$ cat src/rtl/core/c2hk_pkg.sv
// Shared types, key codes and helpers of the character to keystroke encoder.
// No dependencies; used by every module under rtl/core.
`default_nettype none

package c2hk_pkg;

  localparam logic [7:0]  KeyAlt   = 8'hA4;
  localparam logic [7:0]  KeyPlus  = 8'h6B;
  localparam logic [7:0]  KeyEnter = 8'h0D;
  localparam logic [15:0] CodeLf   = 16'd10;
  localparam logic [15:0] CodeCr   = 16'd13;

  localparam int unsigned DefaultQueueDepth = 2;

  // Step codes of the back sequencer for a hex-typed item.
  localparam logic [3:0] StepAltDown  = 4'd0;
  localparam logic [3:0] StepPlusDown = 4'd1;
  localparam logic [3:0] StepPlusUp   = 4'd2;
  localparam logic [3:0] StepDigit0   = 4'd3;

  typedef struct packed {
    logic        is_lf;
    logic [2:0]  ndig;
    logic [15:0] code;
  } c2hk_desc_t;

  function automatic logic [7:0] digit_key(input logic [3:0] d);
    logic [7:0] k;
    if (d < 4'd10) begin
      k = 8'h60 | {4'd0, d};
    end else begin
      k = 8'h40 | {4'd0, d - 4'd9};
    end
    return k;
  endfunction

endpackage

`default_nettype wire

$ cat src/rtl/core/c2hk_front.sv
// Front end: accepts characters, drops carriage returns and builds a descriptor.
// Depends on c2hk_pkg; feeds c2hk_queue.
`default_nettype none

module c2hk_front (
  input  wire logic                 in_valid_i,
  output logic                      in_stall_o,
  input  wire logic [15:0]          char_code_i,
  output logic                      push_o,
  output c2hk_pkg::c2hk_desc_t      desc_o,
  input  wire logic                 full_i
);

  logic is_cr;
  logic [2:0] ndig;

  always_comb begin
    if (char_code_i[15:12] != 4'd0) begin
      ndig = 3'd4;
    end else if (char_code_i[11:8] != 4'd0) begin
      ndig = 3'd3;
    end else if (char_code_i[7:4] != 4'd0) begin
      ndig = 3'd2;
    end else if (char_code_i[3:0] != 4'd0) begin
      ndig = 3'd1;
    end else begin
      ndig = 3'd0;
    end
  end

  assign is_cr        = (char_code_i == c2hk_pkg::CodeCr);
  assign in_stall_o   = full_i;
  assign push_o       = in_valid_i && !full_i && !is_cr;
  assign desc_o.is_lf = (char_code_i == c2hk_pkg::CodeLf);
  assign desc_o.ndig  = ndig;
  assign desc_o.code  = char_code_i;

endmodule

`default_nettype wire

$ cat src/rtl/core/c2hk_queue.sv
// Short descriptor queue between front and back ends.
// Depends on c2hk_pkg for the descriptor type.
`default_nettype none

module c2hk_queue #(
  parameter int unsigned Depth = c2hk_pkg::DefaultQueueDepth
) (
  input  wire logic                 clk_i,
  input  wire logic                 rst_ni,
  input  wire logic                 push_i,
  input  wire c2hk_pkg::c2hk_desc_t push_desc_i,
  output logic                      full_o,
  output logic                      valid_o,
  input  wire logic                 pop_i,
  output c2hk_pkg::c2hk_desc_t      pop_desc_o
);

  localparam int unsigned PtrW = (Depth > 1) ? $clog2(Depth) : 1;
  localparam int unsigned CntW = $clog2(Depth + 1);
  localparam logic [PtrW-1:0] LastPtr = PtrW'(Depth - 1);
  localparam logic [CntW-1:0] FullCnt = CntW'(Depth);

  c2hk_pkg::c2hk_desc_t mem_q [Depth];
  logic [PtrW-1:0] wr_ptr_q, wr_ptr_d, rd_ptr_q, rd_ptr_d;
  logic [CntW-1:0] cnt_q, cnt_d;
  logic do_push, do_pop;

  assign full_o     = (cnt_q == FullCnt);
  assign valid_o    = (cnt_q != '0);
  assign do_push    = push_i && !full_o;
  assign do_pop     = pop_i && valid_o;
  assign pop_desc_o = mem_q[rd_ptr_q];

  always_comb begin
    wr_ptr_d = wr_ptr_q;
    rd_ptr_d = rd_ptr_q;
    cnt_d    = cnt_q;
    if (do_push) begin
      wr_ptr_d = (wr_ptr_q == LastPtr) ? '0 : wr_ptr_q + 1'b1;
    end
    if (do_pop) begin
      rd_ptr_d = (rd_ptr_q == LastPtr) ? '0 : rd_ptr_q + 1'b1;
    end
    if (do_push && !do_pop) begin
      cnt_d = cnt_q + 1'b1;
    end else if (do_pop && !do_push) begin
      cnt_d = cnt_q - 1'b1;
    end
  end

  always_ff @(posedge clk_i or negedge rst_ni) begin
    if (!rst_ni) begin
      wr_ptr_q <= '0;
      rd_ptr_q <= '0;
      cnt_q    <= '0;
    end else begin
      wr_ptr_q <= wr_ptr_d;
      rd_ptr_q <= rd_ptr_d;
      cnt_q    <= cnt_d;
    end
  end

  always_ff @(posedge clk_i) begin
    if (do_push) begin
      mem_q[wr_ptr_q] <= push_desc_i;
    end
  end

endmodule

`default_nettype wire

$ cat src/rtl/core/c2hk_back.sv
// Back end: steps through the key events of one descriptor, one per cycle while
// out_stall_i does not hold the output, into a registered output stage. Depends on c2hk_pkg.
`default_nettype none

module c2hk_back (
  input  wire logic                 clk_i,
  input  wire logic                 rst_ni,
  input  wire logic                 q_valid_i,
  output logic                      q_pop_o,
  input  wire c2hk_pkg::c2hk_desc_t q_desc_i,
  output logic                      out_valid_o,
  input  wire logic                 out_stall_i,
  output logic [7:0]                vkey_o,
  output logic                      key_down_o,
  output logic                      last_event_o
);

  c2hk_pkg::c2hk_desc_t cur_q, cur_d;
  logic cur_valid_q, cur_valid_d;
  logic [3:0] step_q, step_d;
  logic out_valid_q, out_valid_d;
  logic [7:0] key_q, key_d;
  logic down_q, down_d, last_q, last_d;

  logic can_load, emit, last;
  logic [3:0] sidx, last_step;
  logic [1:0] pos;
  logic [3:0] nib;

  assign can_load  = !out_valid_q || !out_stall_i;
  assign emit      = cur_valid_q && can_load;
  assign sidx      = step_q - c2hk_pkg::StepDigit0;
  assign pos       = 2'((3'd4 - cur_q.ndig) + {1'b0, sidx[2:1]});
  assign last_step = {cur_q.ndig, 1'b0} + c2hk_pkg::StepDigit0;

  always_comb begin
    case (pos)
      2'd0:    nib = cur_q.code[15:12];
      2'd1:    nib = cur_q.code[11:8];
      2'd2:    nib = cur_q.code[7:4];
      default: nib = cur_q.code[3:0];
    endcase
  end

  always_comb begin
    if (cur_q.is_lf) begin
      key_d  = c2hk_pkg::KeyEnter;
      down_d = (step_q == 4'd0);
      last   = (step_q != 4'd0);
    end else begin
      last = (step_q == last_step);
      unique case (step_q)
        c2hk_pkg::StepAltDown: begin
          key_d  = c2hk_pkg::KeyAlt;
          down_d = 1'b1;
        end
        c2hk_pkg::StepPlusDown: begin
          key_d  = c2hk_pkg::KeyPlus;
          down_d = 1'b1;
        end
        c2hk_pkg::StepPlusUp: begin
          key_d  = c2hk_pkg::KeyPlus;
          down_d = 1'b0;
        end
        default: begin
          if (last) begin
            key_d  = c2hk_pkg::KeyAlt;
            down_d = 1'b0;
          end else begin
            key_d  = c2hk_pkg::digit_key(nib);
            down_d = !sidx[0];
          end
        end
      endcase
    end
    last_d = last;
  end

  assign q_pop_o = q_valid_i && (!cur_valid_q || (emit && last));

  always_comb begin
    cur_d       = cur_q;
    cur_valid_d = cur_valid_q;
    step_d      = step_q;
    if (emit) begin
      step_d = step_q + 1'b1;
      if (last) begin
        cur_valid_d = 1'b0;
      end
    end
    if (q_pop_o) begin
      cur_d       = q_desc_i;
      cur_valid_d = 1'b1;
      step_d      = '0;
    end
    if (emit) begin
      out_valid_d = 1'b1;
    end else if (can_load) begin
      out_valid_d = 1'b0;
    end else begin
      out_valid_d = out_valid_q;
    end
  end

  always_ff @(posedge clk_i or negedge rst_ni) begin
    if (!rst_ni) begin
      cur_valid_q <= 1'b0;
      step_q      <= '0;
      out_valid_q <= 1'b0;
    end else begin
      cur_valid_q <= cur_valid_d;
      step_q      <= step_d;
      out_valid_q <= out_valid_d;
    end
  end

  always_ff @(posedge clk_i) begin
    cur_q <= cur_d;
    if (emit) begin
      key_q  <= key_d;
      down_q <= down_d;
      last_q <= last_d;
    end
  end

  assign out_valid_o  = out_valid_q;
  assign vkey_o       = key_q;
  assign key_down_o   = down_q;
  assign last_event_o = last_q;

  a_hex_step_range: assert property (@(posedge clk_i) disable iff (!rst_ni)
    cur_valid_q && !cur_q.is_lf |-> step_q <= 4'd11)
    else $error("hex step beyond the longest sequence");

  a_lf_step_range: assert property (@(posedge clk_i) disable iff (!rst_ni)
    cur_valid_q && cur_q.is_lf |-> step_q <= 4'd1)
    else $error("line feed step beyond enter up");

  a_last_frees_slot: assert property (@(posedge clk_i) disable iff (!rst_ni)
    emit && last && !q_valid_i |=> !cur_valid_q && out_valid_q && last_event_o)
    else $error("last event did not retire the item");

endmodule

`default_nettype wire

$ cat src/rtl/core/char_to_hex_keystroke_encoder_core.sv
// Character to hex keystroke encoder, top level.
// Depends on c2hk_pkg, c2hk_front, c2hk_queue and c2hk_back.
//
// Input channel: char_code_i with in_valid_i / in_stall_o. An item is taken
// at a clock edge where in_valid_i is high and in_stall_o is low.
// Output channel: vkey_o, key_down_o, last_event_o with out_valid_o /
// out_stall_i; one key event moves per cycle while out_stall_i is low, and
// last_event_o marks the final event of a character.
// A line feed gives Enter down and up, a carriage return gives no event,
// any other code gives Alt down, plus down/up, the significant hex digits
// down/up and Alt up: 4 to 12 events.
// When the back end is free, an item that is taken passes through the queue
// and the sequencer's descriptor register into the output stage. Throughput:
// one event per cycle while out_stall_i is low; the back sequencer, which
// walks one event a cycle, sets this rate. A new item can follow in
// the next cycle while the queue has room.
// Reset clears the queue, the sequencer and the output valid flag; nothing else
// needs clearing. While out_stall_i is high the output holds its event and
// the sequencer waits; the front keeps taking items until the queue fills.
`default_nettype none

module char_to_hex_keystroke_encoder_core #(
  parameter int unsigned QueueDepth = c2hk_pkg::DefaultQueueDepth
) (
  input  wire logic        clk_i,
  input  wire logic        rst_ni,
  input  wire logic        in_valid_i,
  output logic             in_stall_o,
  input  wire logic [15:0] char_code_i,
  output logic             out_valid_o,
  input  wire logic        out_stall_i,
  output logic [7:0]       vkey_o,
  output logic             key_down_o,
  output logic             last_event_o
);

  c2hk_pkg::c2hk_desc_t push_desc, pop_desc;
  logic push, full, q_valid, pop;

  c2hk_front u_front (
    .in_valid_i  (in_valid_i),
    .in_stall_o  (in_stall_o),
    .char_code_i (char_code_i),
    .push_o      (push),
    .desc_o      (push_desc),
    .full_i      (full)
  );

  c2hk_queue #(
    .Depth (QueueDepth)
  ) u_queue (
    .clk_i       (clk_i),
    .rst_ni      (rst_ni),
    .push_i      (push),
    .push_desc_i (push_desc),
    .full_o      (full),
    .valid_o     (q_valid),
    .pop_i       (pop),
    .pop_desc_o  (pop_desc)
  );

  c2hk_back u_back (
    .clk_i        (clk_i),
    .rst_ni       (rst_ni),
    .q_valid_i    (q_valid),
    .q_pop_o      (pop),
    .q_desc_i     (pop_desc),
    .out_valid_o  (out_valid_o),
    .out_stall_i  (out_stall_i),
    .vkey_o       (vkey_o),
    .key_down_o   (key_down_o),
    .last_event_o (last_event_o)
  );

endmodule

`default_nettype wire
$ cat config.mk
export PLATFORM = sky130hd
export DESIGN_NAME = char_to_hex_keystroke_encoder_core
export DESIGN_NICKNAME = d
export VERILOG_FILES = /design/src/rtl/core/c2hk_pkg.sv /design/src/rtl/core/c2hk_front.sv /design/src/rtl/core/c2hk_queue.sv /design/src/rtl/core/c2hk_back.sv /design/src/rtl/core/char_to_hex_keystroke_encoder_core.sv
export SDC_FILE = /design/constraint.sdc
export NUM_CORES = 1
export LEC_CHECK = 0
export BUFFER_PORTS_ARGS = -buffer_cell sky130_fd_sc_hd__buf_2
export CAP_MARGIN = 40
export CORE_UTILIZATION = 45
export CTS_BUF_LIST = sky130_fd_sc_hd__clkbuf_8
export DETAILED_ROUTE_END_ITERATION = 8
export GPL_ROUTABILITY_DRIVEN = 1
export PLACE_DENSITY_LB_ADDON = 0.05
export SLEW_MARGIN = 40
export SYNTH_ARGS = -nofsm -noshare
export SYNTH_HDL_FRONTEND = slang
export SYNTH_SLANG_ARGS = --single-unit
$ cat constraint.sdc
create_clock -name clk_i -period 2.7 [get_ports clk_i]
set_input_delay 0.135 -clock clk_i [delete_from_list [all_inputs] [get_ports clk_i]]
set_output_delay 0.135 -clock clk_i [all_outputs]
set_load 0.05 [all_outputs]
==> impl.org, run 1 <==
** Place
- At the placement stage, the worst setup path has a slack of 70.3 ps.
- Final Wtd Congestion :: just over 0.8
- Buffers added on ports :: 30
- After legalization and detailed placement, the total HPWL measured 3.61 mm.

** Pwr
- Cell Pwr Density :: 1300 mW/mm^2
- In this run the static leakage power is 1.47 nW.
- IR analysis of the VDD net gives a maximum drop of 0.407 mV.
- Power comes to 5.16 mW.

** Setup path
- The signal on the critical path passes through inv_1 > ha_4 > inv_1 > ha_2 > mux4_1 > o21ai_2 > xnor2_1 > a211o_1.
- Critical path data required time :: 2810 ps
- Data on the critical path arrives at its endpoint at 2660 ps.
- STA classifies the critical path startpoint as a flop.
- Among the stages of the critical path, the cell type that occurs most often is sky130_fd_sc_hd__inv_1.
- On the worst path, the slowest cell contributes a delay of 690 ps.
- Worst path top cell family by delay :: multiplexers
- Setup crit end kind :: flop
- The worst setup path is of the reg -> reg kind.
- In this run the number of cells on the critical path is 8.
- Worst R2R Path Depth :: 8
- CP Buf/Inv Count :: 2
- Maximum fanout along the worst path :: 6
- Slowest-stage cell, CP :: sky130_fd_sc_hd__mux4_1

** Job
- Reported max-cap violation count :: 0

** Clock network
- Clock latency on the worst-skew pair, taken at its later pin, is 350 ps.
- Clock-pin slew on the worst setup and hold paths :: about 90 ps
- CTS Buf Count :: 9
- Number of levels in the clock H-tree :: 3
- Clock tree from TritonCTS :: built
- CTS saw 79 sinks.
- The clock passes through at most 2 buffers.
- The tree is rooted in a sky130_fd_sc_hd__clkbuf_8.

** Detailed routing
- DRT antenna net count :: 0
- Dividing the detail-routed wire length by the instance count gives 15.4 um.
- In the routed layout, each cell is associated on average with a via count of 4.93.
- For this block, the routed nets add up to 5.56 mm of wire.
- Detailed-route via count :: 1778
- First-pass iteration count of the detailed router :: 4
- Post-detailed-route DRC marker count :: 0
- Detailed Route Iter0 Violations :: 72

** GRT
- Total track usage :: 0.162
- Entering global routing, the biggest net connects 26 pins.
- The number of antenna violations at the first check in global routing is 0.
- The via count of the first global-routing pass was around 1800.
- Wire length of the first global-routing pass :: 8.92 mm
- For this run the aggregate overflow at the end of global routing stands at 0.

** Synthesis
- Counting every net in the synthesized netlist gives between 200 and 250.
- Synthesis handed over a netlist of 205 instances.
- After synthesis, the share of flip-flops with an asynchronous set or reset is 0.127.
- Each instance of the synthesized netlist takes up on average between 15 and 20 um^2.
- Most instantiated flip-flop cell in the synthesis netlist :: sky130_fd_sc_hd__edfxtp_1
- The netlist uses 40 different library cells.
- Post-synth EDFFs :: 69
- Cell area after synthesis :: 0.00332 mm^2
- Synth warn :: 0
- Yosys reg bits :: 79
- Sequential cell area fraction in the yosys report :: 0.699

** Floorplan
- The die is 88.0 um wide.
- Overall die height :: slightly below 90 um
- Count of boundary I/O pins :: 32
- For this configuration, the core starts out at a cell density of 0.476.
- Die Outline Area :: 0.00774 mm^2
- Core region area :: 0.00698 mm^2
- Number of standard-cell rows in the floorplan :: 30

** Layout
- Of the cells placed in the final design, the portion with a size suffix greater than 1 is 0.325.
- Most frequent cells in the layout :: sky130_fd_sc_hd__edfxtp_1, sky130_fd_sc_hd__buf_2, sky130_fd_sc_hd__mux2_2, sky130_fd_sc_hd__nor2_1, sky130_fd_sc_hd__dlygate4sd3_1
- N_diodes :: 0
- Leading cell type in the layout, fill and taps excluded :: sky130_fd_sc_hd__edfxtp_1
- Compared with the post-synthesis result, the final layout area differs by 19.5%.
- Share of the core filled with cells in the final layout :: 0.569
- At the end of the flow, the number of nets in the layout was 288.

** STA
- Worst setup skew after layout :: 11.1 ps
- Dividing the final minimum period by the clock period gives 0.944.
- Final slew viol count :: 0
- Derived from the worst setup path, the maximum achievable clock frequency is 0.392 GHz.
- The smallest clock period supported by the final layout is computed as 2550 ps.
- For the pin with the worst max-slew slack, the measured transition is between 600 and 700 ps.
- Setup slack closes at 152 ps.
- Worst hold slack across all endpoints :: 22.2 ps
- Number of endpoints failing setup at the final stage :: 0
- Hold violation count in the final report :: 0
- Worst slew margin relative to its limit :: 0.599

** Worst hold path
- The path class of the tightest hold or removal check is in -> reg.
- Worst Hold Depth :: 3

** Status
- Run status :: complete, no violations
[stage by stage]
step	instances	TNS [ps]	cell area [um^2]
CTS	359	0	3930
global placement	330	0	3610
finish	361	0	3970
global route	361	-17.2	3970
floorplan	205	0	3330
detailed placement	330	0	3610
[area by class of cell]
class	count	area (um^2)
fill	607	3010
sequential	79	2320
multi-input combinational	111	965
timing repair buffer	50	335
clock buffer	9	124
tap	96	120
clock inverter	7	71.3
inverter	9	33.8
[state kept, by name, summed over array words and instances, names as in the netlist]
signal	count
u_queue.mem_q	40
u_back.cur_q	20
u_back.vkey_o	7
u_back.step_q	4
u_queue.cnt_q	2
u_back.cur_valid_q	1
u_back.key_down_o	1
u_back.last_event_o	1
u_back.out_valid_o	1
u_queue.rd_ptr_q	1
u_queue.wr_ptr_q	1
[cells in the mapped netlist (2+ instances only)]
cell                        n  area, um^2
sky130_fd_sc_hd__o21a_1     3        22.5
sky130_fd_sc_hd__a22oi_1    2        15.0
sky130_fd_sc_hd__edfxtp_1  69        2070
sky130_fd_sc_hd__nand2b_1   2        12.5
sky130_fd_sc_hd__mux4_1     3        78.8
sky130_fd_sc_hd__nor2_1    18        67.6
sky130_fd_sc_hd__ha_1       8         100
sky130_fd_sc_hd__o21ai_0    3        15.0
sky130_fd_sc_hd__xor2_1     6        52.6
sky130_fd_sc_hd__clkbuf_1   3        11.3
sky130_fd_sc_hd__or4_1      3        22.5
sky130_fd_sc_hd__dfrtp_1   10         250
sky130_fd_sc_hd__a21oi_1    4        20.0
sky130_fd_sc_hd__xnor2_1    7        61.3
sky130_fd_sc_hd__nand4_1    2        12.5
sky130_fd_sc_hd__and2_1     2        12.5
sky130_fd_sc_hd__mux2_2    20         225
sky130_fd_sc_hd__nand2_1   11        41.3
sky130_fd_sc_hd__inv_1      8        30.0
[worst min-delay path: cells and delay by family]
family	cells	cell delay (ps)
AND/OR/NAND/NOR	2	130
buffers and inverters	1	70
[routing by layer]
metal	GRT usage	share of wire	wire length [um]
met1	0.192	0.44	2430
met2	0.276	0.50	2800
met3	0.0481	0.043	241
met4	0.0686	0.016	88
met5	0	0	0
[cell families after synthesis]
logic type / synth area share
buf+inv: 0.0203
compound gates: 0.0410
flops: 0.699
other cells: 0.00113
mux: 0.101
xor+xnor: 0.0459
simple gates: 0.0617
fa+ha+maj: 0.0301
[worst paths after layout]
path,startpoint,to,slack [ps]
worst max-delay path,u_back.step_q[1],u_back.vkey_o[0],150
max in group asynchronous,rst_ni,u_queue.rd_ptr_q,2300
min in group asynchronous,rst_ni,u_back.step_q[1],180
worst min register to register,u_queue.wr_ptr_q,u_queue.wr_ptr_q,490
worst max register to register,u_back.step_q[1],u_back.vkey_o[0],150
worst min-delay path,out_stall_i,u_back.out_valid_o,20
[power breakdown]
| part | leakage, nW | internal [mW] | switching [mW] | total, mW |
|---|---|---|---|---|
| registers | 0.759 | 1.86 | 0.223 | 2.09 |
| clock network | 0.0953 | 0.429 | 0.438 | 0.867 |
| logic | 0.621 | 0.965 | 1.24 | 2.21 |
[what timing repair did]
item                       4_1_cts  5_1_grt
setup endpoints to repair        0        4
hold endpoints to repair        34        2
buffers inserted                 0        1
hold buffers                    13        1
resized for setup                0        6
Power figures use the tool's default switching activity.
==> run 2, diff against run 1 <==
--- a/config.mk
+++ b/config.mk
@@ -11,2 +11,3 @@
 export CTS_BUF_LIST = sky130_fd_sc_hd__clkbuf_8
+export CTS_CLUSTER_DIAMETER = 60
 export DETAILED_ROUTE_END_ITERATION = 8
==> constraint.sdc (replaced) <==
create_clock -name clk_i -period 2.7 [get_ports clk_i]
set_input_delay 0.27 -clock clk_i [delete_from_list [all_inputs] [get_ports clk_i]]
set_output_delay 0.27 -clock clk_i [all_outputs]
set_load 0.05 [all_outputs]
==> run 2 against run 1 <==
  * Register-to-register slack lost 40 ps
  * Wire length decreased by 3.2%
  * Non-clock buffer count down 13
  * Critical endpoint unchanged
  * Count of clock-buffer cells in the layout unchanged
  * Flip-flop and latch count did not move
  * Largest power group unchanged
  * Setup slack got worse by 40 ps
  * Die area is the same
==> impl.org, run 2 (synthesis gave the netlist of run 1 again) <==
** Setup path
- Critical Path Start Type :: flop
- Maximum fanout along the worst path :: 5
- Delay contributed by the slowest stage of the critical path :: 670 ps
- Arr. time, crit path :: 2680 ps
- Setup crit end kind :: flop
- STA puts the critical path data required time at 2790 ps.
- The critical path in this run is classified as reg -> reg.
- Slowest-stage cell, CP :: sky130_fd_sc_hd__mux4_1
- Startpoint of the most critical register-to-register path :: u_back.step_q[1]
- Cell seen most often among critical-path stages :: sky130_fd_sc_hd__inv_1
- Worst reg2reg path endpoint :: u_back.vkey_o[0]
- Cell breakdown of the critical path :: inv_1 > ha_4 > inv_1 > ha_2 > mux4_1 > o21ai_2 > xnor2_1 > a211o_1
- The number of cells on the worst reg-to-reg path is 8.
- Setup slack, reg-to-reg :: 110 ps

** Layout
- Register name with the most flops :: u_queue.mem_q
- Fill cells in the final layout number 589.
- From synthesis to final layout, the design area changed by 16.1%.
- N_diodes :: 0
- For this run, the post-layout net count is about 280.
- Most frequent cells in the layout :: sky130_fd_sc_hd__edfxtp_1, sky130_fd_sc_hd__buf_2, sky130_fd_sc_hd__mux2_2, sky130_fd_sc_hd__nor2_1, sky130_fd_sc_hd__nand2_1
- Multi-input logic area :: approximately 970 um^2
- The sequential cells in the finished layout cover a total of 0.00232 mm^2.
- Flip-flop count of the largest register after layout :: 40
- In the final layout, the share of cells above drive strength 1 is 0.345.
- The library cell used most frequently in the layout, excluding fill and tap cells, is sky130_fd_sc_hd__edfxtp_1.
- Summing all non-filler instances in the final layout gives an area of 0.00386 mm^2.

** Worst hold path
- Worst Hold Depth :: 1
- Launch instance of the worst min-delay path :: char_code_i[11]
- Worst hold path class :: in -> reg
- For hold timing, the worst endpoint is u_queue.mem_q[1][11].

** Clock network
- Clock latency on the worst-skew pair, taken at its later pin, is 330 ps.
- Counting every sink on the clock net gives between 70 and 80.
- The clock passes through at most 2 buffers.
- The cell sitting at the root of the clock tree is a sky130_fd_sc_hd__clkbuf_8.
- Clock-pin slew was measured on the worst setup and hold paths at 80 ps.
- In this run, CTS created clock tree buffers numbering 9.
- Clock tree from TritonCTS :: built
- Number of levels in the clock H-tree :: 3

** STA
- Hold violation count in the final report :: 0
- Post-layout minimum cycle time :: between 2000 and 3000 ps
- The final number of max-transition violations is 0.
- Total negative slack for setup checks :: 0 ps
- Worst setup skew after layout :: 8.96 ps
- Based on the critical path, the design can be clocked at up to 0.386 GHz.
- The worst pin sits at a relative slew slack of 0.600.
- Worst-margin pin slew :: roughly 590 ps
- Dividing the final minimum period by the clock period gives 0.959.
- Number of endpoints failing setup at the final stage :: 0
- Final Worst Setup Slack :: 111 ps
- Setup repair after global routing could not meet its margin everywhere.

** Detailed routing
- After detailed routing, the number of vias per cell comes to 4.97.
- Detailed Route Iter0 Violations :: 77
- Wirelength per Cell :: 15.5 um
- The first TritonRoute pass finished after 4 iterations.
- The routed design has ~5.4 mm of wire.
- In the routed design, unresolved DRC markers number 0.
- DRT antenna net count :: 0
- Summing over every cut layer, the via total after detailed routing is 1731.

** Floorplan
- The total area inside the core boundary comes to 0.00698 mm^2.
- Chip Width :: 88.0 um
- Overall die height :: 88.0 um
- Die Outline Area :: 0.00774 mm^2
- For this configuration, the core starts out at a cell density of 0.476.
- Number of standard-cell rows in the floorplan :: 30
- Count of boundary I/O pins :: 32

** GRT
- Antenna violations before repair :: 0
- The first global-routing pass estimated 8.89 mm of wire.
- Via count of the first global-routing pass :: roughly 1800
- GRT overflow :: 0
- For this run, the total global-route usage over all layers was measured as 0.162.
- Entering global routing, the biggest net connects 26 pins.

** Status
- Run status :: complete, no violations

** Job
- Reported max-cap violation count :: 0

** Place
- Post-detailed-placement cell area :: 0.00362 mm^2
- Detailed placement ended at an HPWL of 3.62 mm.
- Buffers placed on the I/O ports in this run total 30.
- Final Wtd Congestion :: 0.828
- Timing analysis after detailed placement gives a worst setup slack of 30.5 ps.

** Pwr
- Power spread over the standard cell area amounts to about 1300 mW/mm^2.
- Leakage power :: 1.43 nW
- IR drop worst, VDD :: approximately 0.46 mV
- PnR Total Power :: approximately 5.1 mW
[run 2: what timing repair did]
item,4_1_cts,5_1_grt
hold endpoints to repair,10,0
buffers inserted,0,1
resized for setup,1,5
setup endpoints to repair,1,3
hold buffers,1,0
pin swaps,0,2
[run 2: cell type report]
class	instances	area share
clock buffers	9	0.0321
clock inverters	7	0.0188
inverters	9	0.00875
multi-input cells	111	0.251
flip-flops and latches	79	0.602
well taps	96	0.0311
repair buffers	37	0.0564
[run 2: metal layers]
layer,GRT usage,routed length (um),up-vias
met5,0,0,-
li1,-,-,842
met3,0.0452,180,2
met1,0.188,2350,852
met2,0.280,2820,35
met4,0.0730,33,0
[run 2: through the flow]
stage / cells / utilization / hold WS [ps]
after floorplan: 205 / - / -25.6
after CTS: 347 / 0.549 / 113
final: 348 / 0.553 / 133
after global placement: 330 / 0.518 / 145
after detailed placement: 330 / 0.518 / 154
after global routing: 348 / 0.553 / 102
[run 2: worst max-delay path by stage]
stage | from | depth (start not counted) | end | slack, ps
2_1_floorplan | u_back.cur_q[16] | 10 | u_queue.cnt_q[1] | 60
3_3_place_gp | u_back.step_q[1] | 10 | u_back.vkey_o[0] | 160
3_5_place_dp | u_back.step_q[1] | 12 | u_back.vkey_o[2] | 30
4_1_cts | u_back.step_q[1] | 12 | u_back.vkey_o[2] | 70
5_1_grt | u_back.step_q[1] | 8 | u_back.vkey_o[0] | -50
6_report | u_back.step_q[1] | 8 | u_back.vkey_o[0] | 110
[run 2: critical path: cells and delay by family (launching register included)]
family | cells | cell delay [ps]
XOR/XNOR | 1 | 80
flip-flops | 1 | 360
adder cells (fa/ha/maj) | 2 | 660
AO/OA/AOI/OAI | 2 | 460
buffers and inverters | 2 | 130
multiplexers | 1 | 670
[run 2: where the power goes]
group          leakage [nW]  switching (mW)  internal, mW
clock network        0.0972           0.416         0.428
logic                 0.573            1.26         0.961
registers             0.759           0.224          1.86
total                  1.43            1.90          3.25
